**src/hdl/lsm_pkg.sv**
```systemverilog
// Shared types, constants and helpers for the line substring matcher.
`default_nettype none
package lsm_pkg;

	localparam int MAX_LINE    = 1024;
	localparam int MAX_PATTERN = 8;
	localparam int WINDOW      = 8;
	localparam int LINE_W      = $clog2(MAX_LINE);
	localparam int POS_W       = 10;
	localparam int CNT_W       = 16;
	localparam int PLEN_W      = 4;
	localparam int PAT_W       = 64;
	localparam int CFG_IDX_W   = 1;
	localparam int QDEPTH      = 4;
	localparam int QAW         = $clog2(QDEPTH);

	localparam logic [CFG_IDX_W-1:0] CFG_PATTERN_BYTES  = 1'd0;
	localparam logic [CFG_IDX_W-1:0] CFG_PATTERN_LENGTH = 1'd1;

	localparam logic [PAT_W-1:0]  PATTERN_RESET = 64'h0000_0064_6C75_6F77;
	localparam logic [PLEN_W-1:0] LENGTH_RESET  = 4'd5;
	localparam logic [7:0]        CHAR_NL       = 8'd10;
	localparam logic [7:0]        CHAR_NUL      = 8'd0;

	typedef struct packed {
		logic       eos;
		logic       nul;
		logic       nl;
		logic [7:0] ch;
	} lsm_entry_t;

	typedef struct packed {
		logic [PAT_W-1:0]  bytes;
		logic [PLEN_W-1:0] length;
	} lsm_cfg_t;

	function automatic logic [PLEN_W-1:0] eff_length(input lsm_cfg_t cfg);
		logic [PLEN_W-1:0] n;
		logic [PLEN_W-1:0] res;
		logic              stop;
		n = cfg.length;
		if (n > PLEN_W'(MAX_PATTERN)) begin
			n = PLEN_W'(MAX_PATTERN);
		end
		if (n > PLEN_W'(WINDOW)) begin
			n = PLEN_W'(WINDOW);
		end
		res  = n;
		stop = 1'b0;
		for (int k = 0; k < WINDOW; k++) begin
			if (!stop && PLEN_W'(k) < n && cfg.bytes[8*k +: 8] == CHAR_NUL) begin
				res  = PLEN_W'(k);
				stop = 1'b1;
			end
		end
		return res;
	endfunction

endpackage
`default_nettype wire

```
**src/hdl/line_substring_matcher_top.sv**
```systemverilog
// Top level of the line substring matcher: config registers and stage wiring.
// A byte request passes the front register and the queue, then the result register.
// Throughput, when not stalled: one request in and one queue entry retired per cycle.
// A four-entry queue lets the front keep accepting while a result waits on out_stall.
// Reset: asynchronous, active low; clears line state, count and queue; pattern
// returns to "would" with length 5.
`default_nettype none
module line_substring_matcher_top import lsm_pkg::*; (
	input  wire logic                 clk,
	input  wire logic                 arst_n,
	input  wire logic                 cfg_we,
	input  wire logic [CFG_IDX_W-1:0] cfg_index,
	input  wire logic [PAT_W-1:0]     cfg_data,
	input  wire logic                 in_valid,
	output logic                      in_stall,
	input  wire logic [7:0]           char_in,
	input  wire logic                 end_of_stream,
	output logic                      out_valid,
	input  wire logic                 out_stall,
	output logic                      line_matched,
	output logic [POS_W-1:0]          match_position,
	output logic [POS_W-1:0]          line_length,
	output logic [CNT_W-1:0]          matched_lines
);

	lsm_cfg_t   cfg_q;
	lsm_entry_t push_entry;
	lsm_entry_t head;
	logic       push;
	logic       pop;
	logic       full;
	logic       empty;

	always_ff @(posedge clk or negedge arst_n) begin
		if (!arst_n) begin
			cfg_q.bytes  <= PATTERN_RESET;
			cfg_q.length <= LENGTH_RESET;
		end else if (cfg_we) begin
			case (cfg_index)
				CFG_PATTERN_BYTES:  cfg_q.bytes  <= cfg_data;
				CFG_PATTERN_LENGTH: cfg_q.length <= cfg_data[PLEN_W-1:0];
				default: ;
			endcase
		end
	end

	lsm_front u_front (
		.clk           (clk),
		.arst_n        (arst_n),
		.in_valid      (in_valid),
		.in_stall      (in_stall),
		.char_in       (char_in),
		.end_of_stream (end_of_stream),
		.q_full        (full),
		.q_push        (push),
		.q_entry       (push_entry)
	);

	lsm_queue u_queue (
		.clk        (clk),
		.arst_n     (arst_n),
		.push       (push),
		.push_entry (push_entry),
		.full       (full),
		.pop        (pop),
		.empty      (empty),
		.head       (head)
	);

	lsm_back u_back (
		.clk            (clk),
		.arst_n         (arst_n),
		.cfg            (cfg_q),
		.q_empty        (empty),
		.q_head         (head),
		.q_pop          (pop),
		.out_valid      (out_valid),
		.out_stall      (out_stall),
		.line_matched   (line_matched),
		.match_position (match_position),
		.line_length    (line_length),
		.matched_lines  (matched_lines)
	);

endmodule
`default_nettype wire

```
**src/hdl/lsm_front.sv**
```systemverilog
// Front stage: accepts input requests and classifies each byte.
`default_nettype none
module lsm_front import lsm_pkg::*; (
	input  wire logic       clk,
	input  wire logic       arst_n,
	input  wire logic       in_valid,
	output logic            in_stall,
	input  wire logic [7:0] char_in,
	input  wire logic       end_of_stream,
	input  wire logic       q_full,
	output logic            q_push,
	output lsm_entry_t      q_entry
);

	logic       valid_s1;
	lsm_entry_t entry_s1;
	logic       accept;

	assign q_push   = valid_s1 && !q_full;
	assign in_stall = valid_s1 && q_full;
	assign accept   = in_valid && !in_stall;
	assign q_entry  = entry_s1;

	always_ff @(posedge clk or negedge arst_n) begin
		if (!arst_n) begin
			valid_s1 <= 1'b0;
		end else if (accept) begin
			valid_s1 <= 1'b1;
		end else if (q_push) begin
			valid_s1 <= 1'b0;
		end
	end

	always_ff @(posedge clk) begin
		if (accept) begin
			entry_s1.eos <= end_of_stream;
			entry_s1.nul <= (char_in == CHAR_NUL);
			entry_s1.nl  <= (char_in == CHAR_NL);
			entry_s1.ch  <= char_in;
		end
	end

endmodule
`default_nettype wire

```
**src/hdl/lsm_queue.sv**
```systemverilog
// Short request queue between front and back stages.
`default_nettype none
module lsm_queue import lsm_pkg::*; (
	input  wire logic       clk,
	input  wire logic       arst_n,
	input  wire logic       push,
	input  wire lsm_entry_t push_entry,
	output logic            full,
	input  wire logic       pop,
	output logic            empty,
	output lsm_entry_t      head
);

	lsm_entry_t         mem_q [QDEPTH];
	logic [QAW-1:0]     wptr_q;
	logic [QAW-1:0]     rptr_q;
	logic [QAW:0]       count_q;

	assign full  = (count_q == (QAW+1)'(QDEPTH));
	assign empty = (count_q == '0);
	assign head  = mem_q[rptr_q];

	always_ff @(posedge clk or negedge arst_n) begin
		if (!arst_n) begin
			wptr_q  <= '0;
			rptr_q  <= '0;
			count_q <= '0;
		end else begin
			if (push) begin
				wptr_q <= wptr_q + 1'b1;
			end
			if (pop) begin
				rptr_q <= rptr_q + 1'b1;
			end
			if (push && !pop) begin
				count_q <= count_q + 1'b1;
			end else if (pop && !push) begin
				count_q <= count_q - 1'b1;
			end
		end
	end

	always_ff @(posedge clk) begin
		if (push) begin
			mem_q[wptr_q] <= push_entry;
		end
	end

endmodule
`default_nettype wire

```
**src/hdl/lsm_back.sv**
```systemverilog
// Back stage: line tracking, window compare and result register.
`default_nettype none
module lsm_back import lsm_pkg::*; (
	input  wire logic        clk,
	input  wire logic        arst_n,
	input  wire lsm_cfg_t    cfg,
	input  wire logic        q_empty,
	input  wire lsm_entry_t  q_head,
	output logic             q_pop,
	output logic             out_valid,
	input  wire logic        out_stall,
	output logic             line_matched,
	output logic [POS_W-1:0] match_position,
	output logic [POS_W-1:0] line_length,
	output logic [CNT_W-1:0] matched_lines
);

	logic [7:0]        win_q [WINDOW];
	logic [7:0]        win_n [WINDOW];
	logic [LINE_W-1:0] pos_q;
	logic [LINE_W-1:0] pos_inc;
	logic [LINE_W-1:0] first_q;
	logic              found_q;
	logic              nul_q;
	logic              nul_n;
	logic [CNT_W-1:0]  cnt_q;
	logic [PLEN_W-1:0] len;
	logic [WINDOW:0]   len_hit;
	logic              hit;
	logic              found_n;
	logic [LINE_W-1:0] first_n;
	logic              finish;
	logic              out_valid_q;
	logic              matched_q;
	logic [POS_W-1:0]  mpos_q;
	logic [POS_W-1:0]  llen_q;
	logic [CNT_W-1:0]  cnt_next;

	assign q_pop   = !q_empty && (!out_valid_q || !out_stall);
	assign len     = eff_length(cfg);
	assign pos_inc = pos_q + 1'b1;
	assign nul_n   = nul_q || q_head.nul;

	always_comb begin
		win_n[0] = q_head.ch;
		for (int k = 1; k < WINDOW; k++) begin
			win_n[k] = win_q[k-1];
		end
	end

	always_comb begin
		len_hit = '0;
		for (int l = 1; l <= WINDOW; l++) begin
			len_hit[l] = 1'b1;
			for (int k = 0; k < l; k++) begin
				if (win_n[l-1-k] != cfg.bytes[8*k +: 8]) begin
					len_hit[l] = 1'b0;
				end
			end
		end
	end

	always_comb begin
		hit = !found_q && !nul_n && len != '0 && pos_inc >= LINE_W'(len)
			&& len_hit[len[$clog2(WINDOW+1)-1:0]];
		found_n = q_head.eos ? found_q : (found_q || hit);
		first_n = hit ? (pos_inc - LINE_W'(len)) : first_q;
		if (q_head.eos) begin
			finish = (pos_q != '0);
		end else begin
			finish = q_head.nl || (pos_inc >= LINE_W'(MAX_LINE - 1));
		end
		cnt_next = cnt_q;
		if (found_n && cnt_q != '1) begin
			cnt_next = cnt_q + 1'b1;
		end
	end

	always_ff @(posedge clk or negedge arst_n) begin
		if (!arst_n) begin
			for (int k = 0; k < WINDOW; k++) begin
				win_q[k] <= '0;
			end
			pos_q       <= '0;
			first_q     <= '0;
			found_q     <= 1'b0;
			nul_q       <= 1'b0;
			cnt_q       <= '0;
			out_valid_q <= 1'b0;
		end else begin
			if (q_pop && finish) begin
				out_valid_q <= 1'b1;
			end else if (!out_stall) begin
				out_valid_q <= 1'b0;
			end
			if (q_pop) begin
				if (finish) begin
					for (int k = 0; k < WINDOW; k++) begin
						win_q[k] <= '0;
					end
					pos_q       <= '0;
					first_q     <= '0;
					found_q     <= 1'b0;
					nul_q       <= 1'b0;
					cnt_q       <= cnt_next;
				end else if (!q_head.eos) begin
					if (!nul_n) begin
						for (int k = 0; k < WINDOW; k++) begin
							win_q[k] <= win_n[k];
						end
					end
					pos_q   <= pos_inc;
					first_q <= first_n;
					found_q <= found_n;
					nul_q   <= nul_n;
				end
			end
		end
	end

	always_ff @(posedge clk) begin
		if (q_pop && finish) begin
			matched_q <= found_n;
			mpos_q    <= found_n ? POS_W'(first_n) : '0;
			llen_q    <= q_head.eos ? POS_W'(pos_q) : POS_W'(pos_inc);
		end
	end

	assign out_valid      = out_valid_q;
	assign line_matched   = matched_q;
	assign match_position = mpos_q;
	assign line_length    = llen_q;
	assign matched_lines  = cnt_q;

	a_len_nonzero: assert property (@(posedge clk) disable iff (!arst_n)
		out_valid_q |-> llen_q != '0)
		else $error("line result with zero length");

	a_nomatch_pos: assert property (@(posedge clk) disable iff (!arst_n)
		out_valid_q && !matched_q |-> mpos_q == '0)
		else $error("position set on unmatched line");

	a_pos_bound: assert property (@(posedge clk) disable iff (!arst_n)
		pos_q < LINE_W'(MAX_LINE - 1))
		else $error("line position past limit");

	a_first_bound: assert property (@(posedge clk) disable iff (!arst_n)
		found_q |-> first_q < pos_q)
		else $error("first match beyond line position");

	a_cnt_mono: assert property (@(posedge clk) disable iff (!arst_n)
		1'b1 |=> cnt_q >= $past(cnt_q))
		else $error("matched line count decreased");

endmodule
`default_nettype wire
```
**config.mk**
```make
export PLATFORM = sky130hd
export DESIGN_NAME = line_substring_matcher_top
export DESIGN_NICKNAME = d
export VERILOG_FILES = /design/src/hdl/lsm_pkg.sv /design/src/hdl/line_substring_matcher_top.sv /design/src/hdl/lsm_front.sv /design/src/hdl/lsm_queue.sv /design/src/hdl/lsm_back.sv
export SDC_FILE = /design/constraint.sdc
export NUM_CORES = 1
export LEC_CHECK = 0
export ABC_CLOCK_PERIOD_IN_PS = 11960
export BUFFER_PORTS_ARGS = -buffer_cell sky130_fd_sc_hd__buf_2
export CAP_MARGIN = 20
export CORE_MARGIN = 4
export CORE_UTILIZATION = 45
export CTS_CLUSTER_DIAMETER = 40
export DETAILED_ROUTE_END_ITERATION = 12
export PLACE_DENSITY = 0.6
export SLEW_MARGIN = 25
export SYNTH_ARGS = -nofsm -noshare
export SYNTH_HDL_FRONTEND = slang
export SYNTH_SLANG_ARGS = --single-unit
```
**constraint.sdc**
```tcl
create_clock -name clk -period 11.96 [get_ports clk]
set_clock_uncertainty 0.05 [all_clocks]
set_input_delay 2.392 -clock clk [delete_from_list [all_inputs] [get_ports clk]]
set_output_delay 2.392 -clock clk [all_outputs]
set_load 0.1 [all_outputs]
```
==> flow_summary.toml, run 1 <==
[synth]
syn-num-nets = 1330
synthCells = 1236
syn_area_sq_mm = 0.0140
ys_ff_latch = 247
syn_avg_cell_area_sq_um = 11.3
synth_ff_type = "dfrtp_1"
synth_warnings = 0
synth-edff-count = 76
async_flop_share = 0.692
ys_types = 64
ys_seq_area_frac = 0.470

[critical_path]
max_stage_delay_ps = 780
crit_slowest_cell = "o41a_1"
reg2reg_to = "u_back.matched_lines[1]"
critPathKind = "reg2reg"
arrival_ps = 5900
worst-path-buf-inv = 2
startpoint = "cfg_q[21]"
required_ps = 12320
crit_chain = "or4_4, nor3_4, nand2b_4, nor3_4, a21oi_4, ha_1, inv_1, fa_1, a21o_1, a21oi_1, nand2_1, a41oi_1, nand2_1, o2111ai_2, o41a_1, clkinv_1, nand2_1, mux2_2"
cp-endpoint = "u_back.matched_lines[1]"
end_kind = "flop"
rr_worst_depth = 18
startpoint_type = "flop"
crit_family = "compound AO/OA/AOI/OAI gates"
rrSetupSlack_ps = 6420
path_max_fanout = 20
cp.depth = 18
crit_top_cell = "nand2_1"
r2r_start = "cfg_q[21]"

[timing]
slew_headroom = 0.363
hold_viol = 0
finalSetupTns_ps = 0
final_max_slew_viol_count = 0
layout_min_cycle_time_ps = 5540
setup_viol = 0
finalCritPeriodShare = 0.464
clock.fmax_ghz = 0.180
rsz0062_at_grt = "false"
worstMarginPinSlew_ps = 956

[hold_path]
min-delay-start = "u_back.matched_lines[14]"
min_path_type = "reg2reg"

[floorplan]
die_w_um = 185
die_area_sq_mm = 0.0341
io-pin-count = 118
core_sq_mm = 0.0307
initial_core_util = 0.457
die_y_um = 185
rows = 64

[pwr]
total_power_mw = 3.97
powerDensity_mw_per_mm2 = 247
power_leakage_nw = 6.30
peakVddDrop_uv = 152

[finish]
drive_gt1_frac = 0.243
utilization = 0.523
fin_nets = 1367
syn_to_final_growth_pct = 14.3
n_antenna_cell = 0

[routing]
drtIter0Drc = 905
ant_nets = 0
drc_errors = 0
vias = 9780
routed_wl_mm = 41.4
first_pass_iters = 5
wl_per_cell_um = 24.4
avgViaCountPerCell = 5.76

[clock_tree]
cts_buffers = 39
post_cts_buffers = 0
cts_tree = "done"
ctsHtreeMaxLevel = 2
cts_root_buffer = "clkbuf_16"
clock_latency_ps = 520
clkSlewWorstSetupHoldPaths_ps = 60
cts-resized-gates = 0
cts_hold_buf = 0
cts_sinks = 247
clock_path_buffers = 3

[run]
cap_violations = 0

[global_routing]
grt_use_total = 0.244
grt_pass1_vias = 9809
grt_remaining_overflow = 0
grt_first_pass_wirelength_mm = 62.9
grt_max_degree = 105
antenna_found_initial = 0

[placement]
gp_congestion = 1.00
dp_hpwl_mm = 29.1
io_buffers = 117

[outcome]
status = "completed"
## flip-flops by register name, indices dropped and copies added (netlist names), 3 cells and up
register	cells
cfg_q	68
u_back.first_q	10
u_back.line_length	10
u_back.match_position	10
u_back.matched_lines	16
u_back.pos_q	10
u_back.win_n	56
u_front.q_entry	11
u_queue.count_q	3
u_queue.mem_q	44
## synth_stat cells, types with 26 or more instances
| cell | count | area share |
|---|---|---|
| a22o_1 | 54 | 0.034 |
| clkbuf_1 | 85 | 0.023 |
| dfrtp_1 | 145 | 0.26 |
| dfstp_2 | 26 | 0.049 |
| edfxtp_1 | 76 | 0.16 |
| mux2_2 | 75 | 0.060 |
| nand2_1 | 56 | 0.015 |
| nand4_1 | 63 | 0.028 |
| nor2_1 | 34 | 0.0091 |
| nor4_1 | 41 | 0.018 |
| xnor2_1 | 239 | 0.15 |
| xor2_1 | 94 | 0.059 |
## per-stage QoR
stage	cells	instance area, sq um	setup slack, ps	hold WS, ps
5_1_grt	1699	16000	6000	449
2_1_floorplan	1236	14000	7790	399
3_5_place_dp	1628	14700	6390	420
4_1_cts	1699	16000	6400	432
3_3_place_gp	1627	14600	6550	412
6_report	1699	16000	6420	431
## worst reg2reg max path: stages (launching register included)
cell	delay [ps]
dfrtp_1	520
or4_4	610
nor3_4	240
nand2b_4	200
nor3_4	70
a21oi_4	230
ha_1	190
inv_1	60
fa_1	390
a21o_1	190
a21oi_1	270
nand2_1	120
a41oi_1	180
nand2_1	90
o2111ai_2	240
o41a_1	780
clkinv_1	460
nand2_1	220
mux2_2	340
## routing by layer
| metal | vias up | share of wire | GRT usage |
|---|---|---|---|
| met5 | - | 0 | 0 |
| met4 | 0 | 0.022 | 0.0627 |
| met3 | 70 | 0.090 | 0.0582 |
| met2 | 402 | 0.43 | 0.362 |
| met1 | 4895 | 0.45 | 0.363 |
| li1 | 4413 | - | - |
## cells in the final DEF, fill, tap and decap left out, types with 13 or more instances in the layout
master     instances
nor4_1            41
nand4_1           63
nor2_1            33
o21ai_0           24
inv_1             14
nand3_1           25
ha_1              13
mux2i_1           13
a22o_1            54
xnor2_1          239
clkbuf_16         40
nand2_1           56
xor2_1            94
dfstp_2           26
mux2_2            75
buf_2            116
edfxtp_1          76
dfrtp_1          145
## kinds of logic after synthesis
family / synth area share
AOI/OAI and AO/OA: 0.0685
xor gates and xnor gates: 0.209
adders and majority gates: 0.0145
buffers and inverters: 0.0424
DFF: 0.470
muxes: 0.0855
and+or+nand+nor: 0.110
## worst min-delay path by stage
stage	to	slack (ps)	depth (start not counted)
2_1_floorplan	u_back.first_q[1]	400	2
3_3_place_gp	u_back.first_q[6]	410	2
3_5_place_dp	u_back.first_q[6]	420	2
4_1_cts	u_back.first_q[4]	430	2
5_1_grt	u_back.matched_lines[8]	450	1
6_report	u_back.matched_lines[14]	430	1
## report_power, final
part / switching (mW) / internal (mW) / leakage, nW
registers: 0.292 / 1.07 / 2.90
clock network: 0.431 / 0.734 / 0.669
logic: 0.942 / 0.502 / 2.73
## area by class of cell
class	instances	area (sq um)
flip-flops and latches	247	6590
multi-input cells	848	6870
clock buffers	45	1050
clock inverters	26	318
fillers	2710	14600
well taps	396	495
repair buffers	122	652
inverters	15	56.3
No activity file was read; power rests on OpenSTA's default activity.
==> inputs of run 2 (changes only) <==
--- a/config.mk
+++ b/config.mk
@@ -5,7 +5,7 @@
 export SDC_FILE = /design/constraint.sdc
 export NUM_CORES = 1
 export LEC_CHECK = 0
-export ABC_CLOCK_PERIOD_IN_PS = 11960
+export ABC_CLOCK_PERIOD_IN_PS = 5200
 export BUFFER_PORTS_ARGS = -buffer_cell sky130_fd_sc_hd__buf_2
 export CAP_MARGIN = 20
 export CORE_MARGIN = 4
==> constraint.sdc (replaced) <==
create_clock -name clk -period 5.2 [get_ports clk]
set_clock_uncertainty 0.05 [all_clocks]
set_input_delay 1.04 -clock clk [delete_from_list [all_inputs] [get_ports clk]]
set_output_delay 1.04 -clock clk [all_outputs]
set_load 0.1 [all_outputs]
==> run 2 against run 1 <==
Against the previous run: sequential share of layout area decreased by 0.40 points; die area stayed put; via count up 1.4%; maximum frequency increased by 15%; largest cell class unchanged.
==> flow_summary.toml, run 2 (synthesis gave the netlist of run 1 again) <==
[outcome]
status = "completed"

[global_routing]
grt_remaining_overflow = 0
grt_max_degree = 97
antenna_found_initial = 0
grt_use_total = 0.253
grt_first_pass_wirelength_mm = 64.7
grt_pass1_vias = 10019

[timing]
final_max_slew_viol_count = 0
clock.fmax_ghz = 0.207
hold_viol = 0
finalSetupTns_ps = 0
setup_slack_ps = 371
layout_min_cycle_time_ps = 4830
setup_viol = 0
rsz0062_at_grt = "false"
finalCritPeriodShare = 0.929
slew_headroom = 0.415
worstMarginPinSlew_ps = 878

[clock_tree]
clock_path_buffers = 3
clkSlewWorstSetupHoldPaths_ps = 50
cts_hold_buf = 0
cts_sinks = 247
cts_tree = "done"
cts-resized-gates = 0
cts_buffers = 39
post_cts_buffers = 0
ctsHtreeMaxLevel = 2
cts_root_buffer = "clkbuf_16"
clock_latency_ps = 520

[pwr]
powerDensity_mw_per_mm2 = 575
peakVddDrop_uv = 348
power.switching_mw = 3.91
p_comb_frac = 0.385
internal_power_mw = 5.40
power_leakage_nw = 6.39
pwr-share-seq = 0.325
p_sw_frac = 0.420
pwr-share-clk = 0.290

[critical_path]
startpoint = "cfg_q[44]"
reg2reg_to = "u_back.matched_lines[1]"
arrival_ps = 5170
rrSetupSlack_ps = 370
required_ps = 5540
startpoint_type = "flop"
end_kind = "flop"
path_max_fanout = 8
r2r_start = "cfg_q[44]"
critPathKind = "reg2reg"
cp-endpoint = "u_back.matched_lines[1]"
rr_worst_depth = 17

[floorplan]
io-pin-count = 118
core_sq_mm = 0.0307
initial_core_util = 0.457
rows = 64
die_area_sq_mm = 0.0341
die_y_um = 185
die_w_um = 185

[finish]
mostFrequentLayoutCells = "xnor2_1 (239), dfrtp_1 (145), buf_2 (116)"
n_antenna_cell = 0
syn_to_final_growth_pct = 15.4
utilization = 0.528
fin_nets = 1389
largest_reg_flops = 68
layout_commonest_cell = "xnor2_1"
drive_gt1_frac = 0.254
top_register = "cfg_q"

[placement]
gp_congestion = 0.989
pre_cts_ws_ps = 495
dp_hpwl_mm = 30.7
io_buffers = 117

[routing]
drc_errors = 0
ant_nets = 0
drtIter0Drc = 1012
vias = 9921
wl_per_cell_um = 25.0
first_pass_iters = 7
avgViaCountPerCell = 5.76
routed_wl_mm = 43.1

[hold_path]
min_path_type = "reg2reg"

[run]
cap_violations = 0
-- run 2: cell count changes in the layout (fill, tap and decap cells not counted), sizes merged --
cell and change:
buf +23, inv -6, clkinvlp +3, bufinv +2, clkbuf +1, clkinv -1
-- run 2: layer usage --
layer,track usage,vias up,wire length (um)
met5,0,-,0
met4,0.0639,0,1030
met3,0.0560,83,3390
met2,0.367,417,18600
met1,0.385,4967,20000
li1,-,4454,-
-- run 2: how the worst min path moves through the flow --
| stage | from | to | slack, ps | depth (start not counted) |
|---|---|---|---|---|
| 2_1_floorplan | u_back.first_q[1] | u_back.first_q[1] | 400 | 2 |
| 3_3_place_gp | u_back.first_q[6] | u_back.first_q[6] | 410 | 2 |
| 3_5_place_dp | u_back.nul_q | u_back.nul_q | 420 | 1 |
| 4_1_cts | u_back.nul_q | u_back.nul_q | 430 | 1 |
| 5_1_grt | u_back.matched_lines[12] | u_back.matched_lines[12] | 460 | 1 |
| 6_report | u_back.nul_q | u_back.nul_q | 430 | 1 |
-- run 2: layout make-up --
cell class              instances  area [sq um]
clock inverters                24           330
multi-input cells             848          6870
clock buffers                  47          1050
fillers                      2732         14500
inverters                      15          56.3
repair buffers                144           807
flip-flops and latches        247          6590
well taps                     396           495
-- run 2: worst max-delay path, stage by stage (launching register included) --
cell	delay (ps)
dfrtp_1	450
nor4_1	650
and3_1	340
o21ai_0	160
a21oi_4	300
ha_1	190
inv_1	60
fa_1	400
a21o_1	200
a21oi_1	300
nand2_1	140
a41oi_1	190
nand2_1	90
o2111ai_2	210
o41a_1	220
clkinv_1	240
nand2_1	180
mux2_2	340
-- run 2: stage by stage --
stage,power (mW),instance area [sq um],hold WS [ps],cells
detailed placement,6.60,14800,424,1650
finish,9.31,16200,432,1721
CTS,9.34,16200,434,1721
floorplan,5.60,14000,399,1236
global route,9.72,16200,461,1721
global placement,6.60,14800,413,1650
-- run 2: power groups by stage --
| stage | clock network (mW) | registers (mW) | logic (mW) |
|---|---|---|---|
| 6_report | 2.70 | 3.03 | 3.58 |
| 5_1_grt | 2.86 | 3.06 | 3.80 |
| 4_1_cts | 2.75 | 3.00 | 3.58 |
| 3_5_place_dp | 0 | 3.03 | 3.57 |
| 3_3_place_gp | 0 | 3.03 | 3.56 |
| 2_1_floorplan | 0 | 3.30 | 2.30 |
==> inputs of run 3 (changes only) <==
--- a/config.mk
+++ b/config.mk
@@ -7,12 +7,13 @@
 export LEC_CHECK = 0
 export ABC_CLOCK_PERIOD_IN_PS = 5200
 export BUFFER_PORTS_ARGS = -buffer_cell sky130_fd_sc_hd__buf_2
-export CAP_MARGIN = 20
+export CAP_MARGIN = 10
 export CORE_MARGIN = 4
 export CORE_UTILIZATION = 45
 export CTS_CLUSTER_DIAMETER = 40
 export DETAILED_ROUTE_END_ITERATION = 12
 export PLACE_DENSITY = 0.6
+export REMOVE_ABC_BUFFERS = 1
 export SLEW_MARGIN = 25
 export SYNTH_ARGS = -nofsm -noshare
 export SYNTH_HDL_FRONTEND = slang
==> run 3 against run 2 <==
Against the previous run: largest power group unchanged; critical path type unchanged; global-route usage shrank 0.077 points; utilization increased by 0.17 points; total power barely moved; maximum frequency rose by 2.4%; critical path depth rose by 1; routed wire length decreased by 1.6%; die area did not move; flip-flop and latch count unchanged; combinational power is essentially flat; non-clock buffer count increased by 1; largest cell class unchanged; hold slack lost 5.5 ps; highest routed layer unchanged; clock-buffer cell count is 2 higher.
==> flow_summary.toml, run 3 (synthesis gave the netlist of run 1 again) <==
[finish]
utilization = 0.530
top_register = "cfg_q"
layout_commonest_cell = "xnor2_1"
n_antenna_cell = 0
mostFrequentLayoutCells = "xnor2_1 (239), dfrtp_1 (145), buf_2 (116)"
fin_nets = 1393
largest_reg_flops = 68
seqCellArea_sq_mm = 0.00659
multiInputGateArea_sq_mm = 0.00687
drive_gt1_frac = 0.258
fillers = 2708
syn_to_final_growth_pct = 15.8

[clock_tree]
cts_sinks = 247
cts_tree = "done"
ctsHtreeMaxLevel = 2
cts-resized-gates = 0
cts_hold_buf = 0
clock_path_buffers = 3
clock_latency_ps = 560
clkSlewWorstSetupHoldPaths_ps = 50
cts_root_buffer = "clkbuf_16"
post_cts_buffers = 0
cts_buffers = 42

[hold_path]
min_path_type = "reg2reg"
min_path_cells = 2
min-delay-start = "u_back.first_q[5]"
hold_path_end = "u_back.first_q[5]"

[global_routing]
grt_remaining_overflow = 0
grt_first_pass_wirelength_mm = 64.4
grt_use_total = 0.252
antenna_found_initial = 0
grt_pass1_vias = 9923
grt_max_degree = 100

[routing]
wl_met1_mm = 19.4
wl_met2_mm = 18.7
drc_errors = 0
wl_met3_mm = 3.24
avgViaCountPerCell = 5.72
first_pass_iters = 5
drtIter0Drc = 883
ant_nets = 0
routed_wl_mm = 42.4
wl_per_cell_um = 24.5
vias = 9884
top_layer = "met4"

[placement]
io_buffers = 117
dp_hpwl_mm = 30.4
gp_congestion = 0.999
pre_cts_ws_ps = 532

[critical_path]
cp.depth = 18
crit_chain = "or4_4, nor3_4, nand2b_4, nor3_4, a21oi_4, ha_1, inv_1, fa_1, a21o_1, a21oi_1, nand2_1, a41oi_1, nand2_1, o2111ai_2, o41a_1, clkinv_1, nand2_1, mux2_2"
arrival_ps = 5080
max_stage_delay_ps = 610
r2r_start = "cfg_q[21]"
path_max_fanout = 8
crit_family = "simple AND/OR/NAND/NOR gates"
rr_worst_depth = 18
worst-path-buf-inv = 2
reg2reg_to = "u_back.matched_lines[1]"
end_kind = "flop"
required_ps = 5570
rrSetupSlack_ps = 480
startpoint_type = "flop"
critPathKind = "reg2reg"
crit_slowest_cell = "or4_4"
crit_top_cell = "nand2_1"

[pwr]
powerDensity_mw_per_mm2 = 573
peakVddDrop_uv = 435
power_leakage_nw = 6.43
total_power_mw = 9.30

[outcome]
status = "completed"

[floorplan]
die_y_um = 185
initial_core_util = 0.457
io-pin-count = 118
rows = 64
core_sq_mm = 0.0307
die_w_um = 185
die_area_sq_mm = 0.0341

[timing]
slew_headroom = 0.321
layout_min_cycle_time_ps = 4720
clock.fmax_ghz = 0.212
setup_viol = 0
setup_slack_ps = 484
rsz0062_at_grt = "false"
worstMarginPinSlew_ps = 1020
final_max_slew_viol_count = 0
hold_viol = 0
finalCritPeriodShare = 0.907

[run]
cap_violations = 0
run 3: changes by cell type in the layout (fill, tap and decap cells not counted), sizes merged:
cell,previous run,this run
buf,144,145
bufinv,6,1
clkbuf,47,49
clkinv,9,12
clkinvlp,5,2
inv,19,28
run 3: report_power, final:
part	switching (mW)	internal, mW	total, mW
logic	2.38	1.21	3.59
clock network	1.05	1.66	2.71
registers	0.549	2.46	3.01
total	3.98	5.32	9.30
run 3: metal layers:
layer | up-vias | track usage
li1 | 4475 | -
met1 | 4956 | 0.372
met2 | 390 | 0.377
met3 | 63 | 0.0521
met4 | 0 | 0.0736
met5 | - | 0
run 3: worst max-delay path by stage:
stage,from,end,slack (ps)
2_1_floorplan,u_queue.rptr_q[0],u_back.win_n[0],-360
3_3_place_gp,cfg_q[48],u_back.matched_lines[1],700
3_5_place_dp,cfg_q[21],u_back.matched_lines[1],530
4_1_cts,cfg_q[21],u_back.matched_lines[1],500
5_1_grt,cfg_q[19],u_back.matched_lines[1],190
6_report,cfg_q[21],u_back.matched_lines[1],480
run 3: worst register-to-register path, cell delays in order (launching register included):
cell and delay [ps]:
dfrtp_1 530, or4_4 610, nor3_4 210, nand2b_4 190
nor3_4 70, a21oi_4 220, ha_1 190, inv_1 60
fa_1 400, a21o_1 190, a21oi_1 250, nand2_1 120
a41oi_1 180, nand2_1 90, o2111ai_2 250, o41a_1 230
clkinv_1 220, nand2_1 170, mux2_2 340
run 3: area by class of cell:
class	count	area share
Tap cell	396	0.0305
Multi-Input combinational cell	848	0.423
Timing Repair Buffer	145	0.0509
Clock buffer	49	0.0695
Inverter	15	0.00347
Clock inverter	28	0.0169
Sequential cell	247	0.406
run 3: stage by stage:
stage / area [sq um] / TNS, ps / hold WS, ps / instances
floorplan: 13500 / -20110 / 399 / 1110
CTS: 16200 / 0 / 432 / 1728
detailed placement: 14800 / 0 / 420 / 1651
finish: 16200 / 0 / 426 / 1728
global route: 16200 / 0 / 459 / 1728
global placement: 14800 / 0 / 413 / 1651
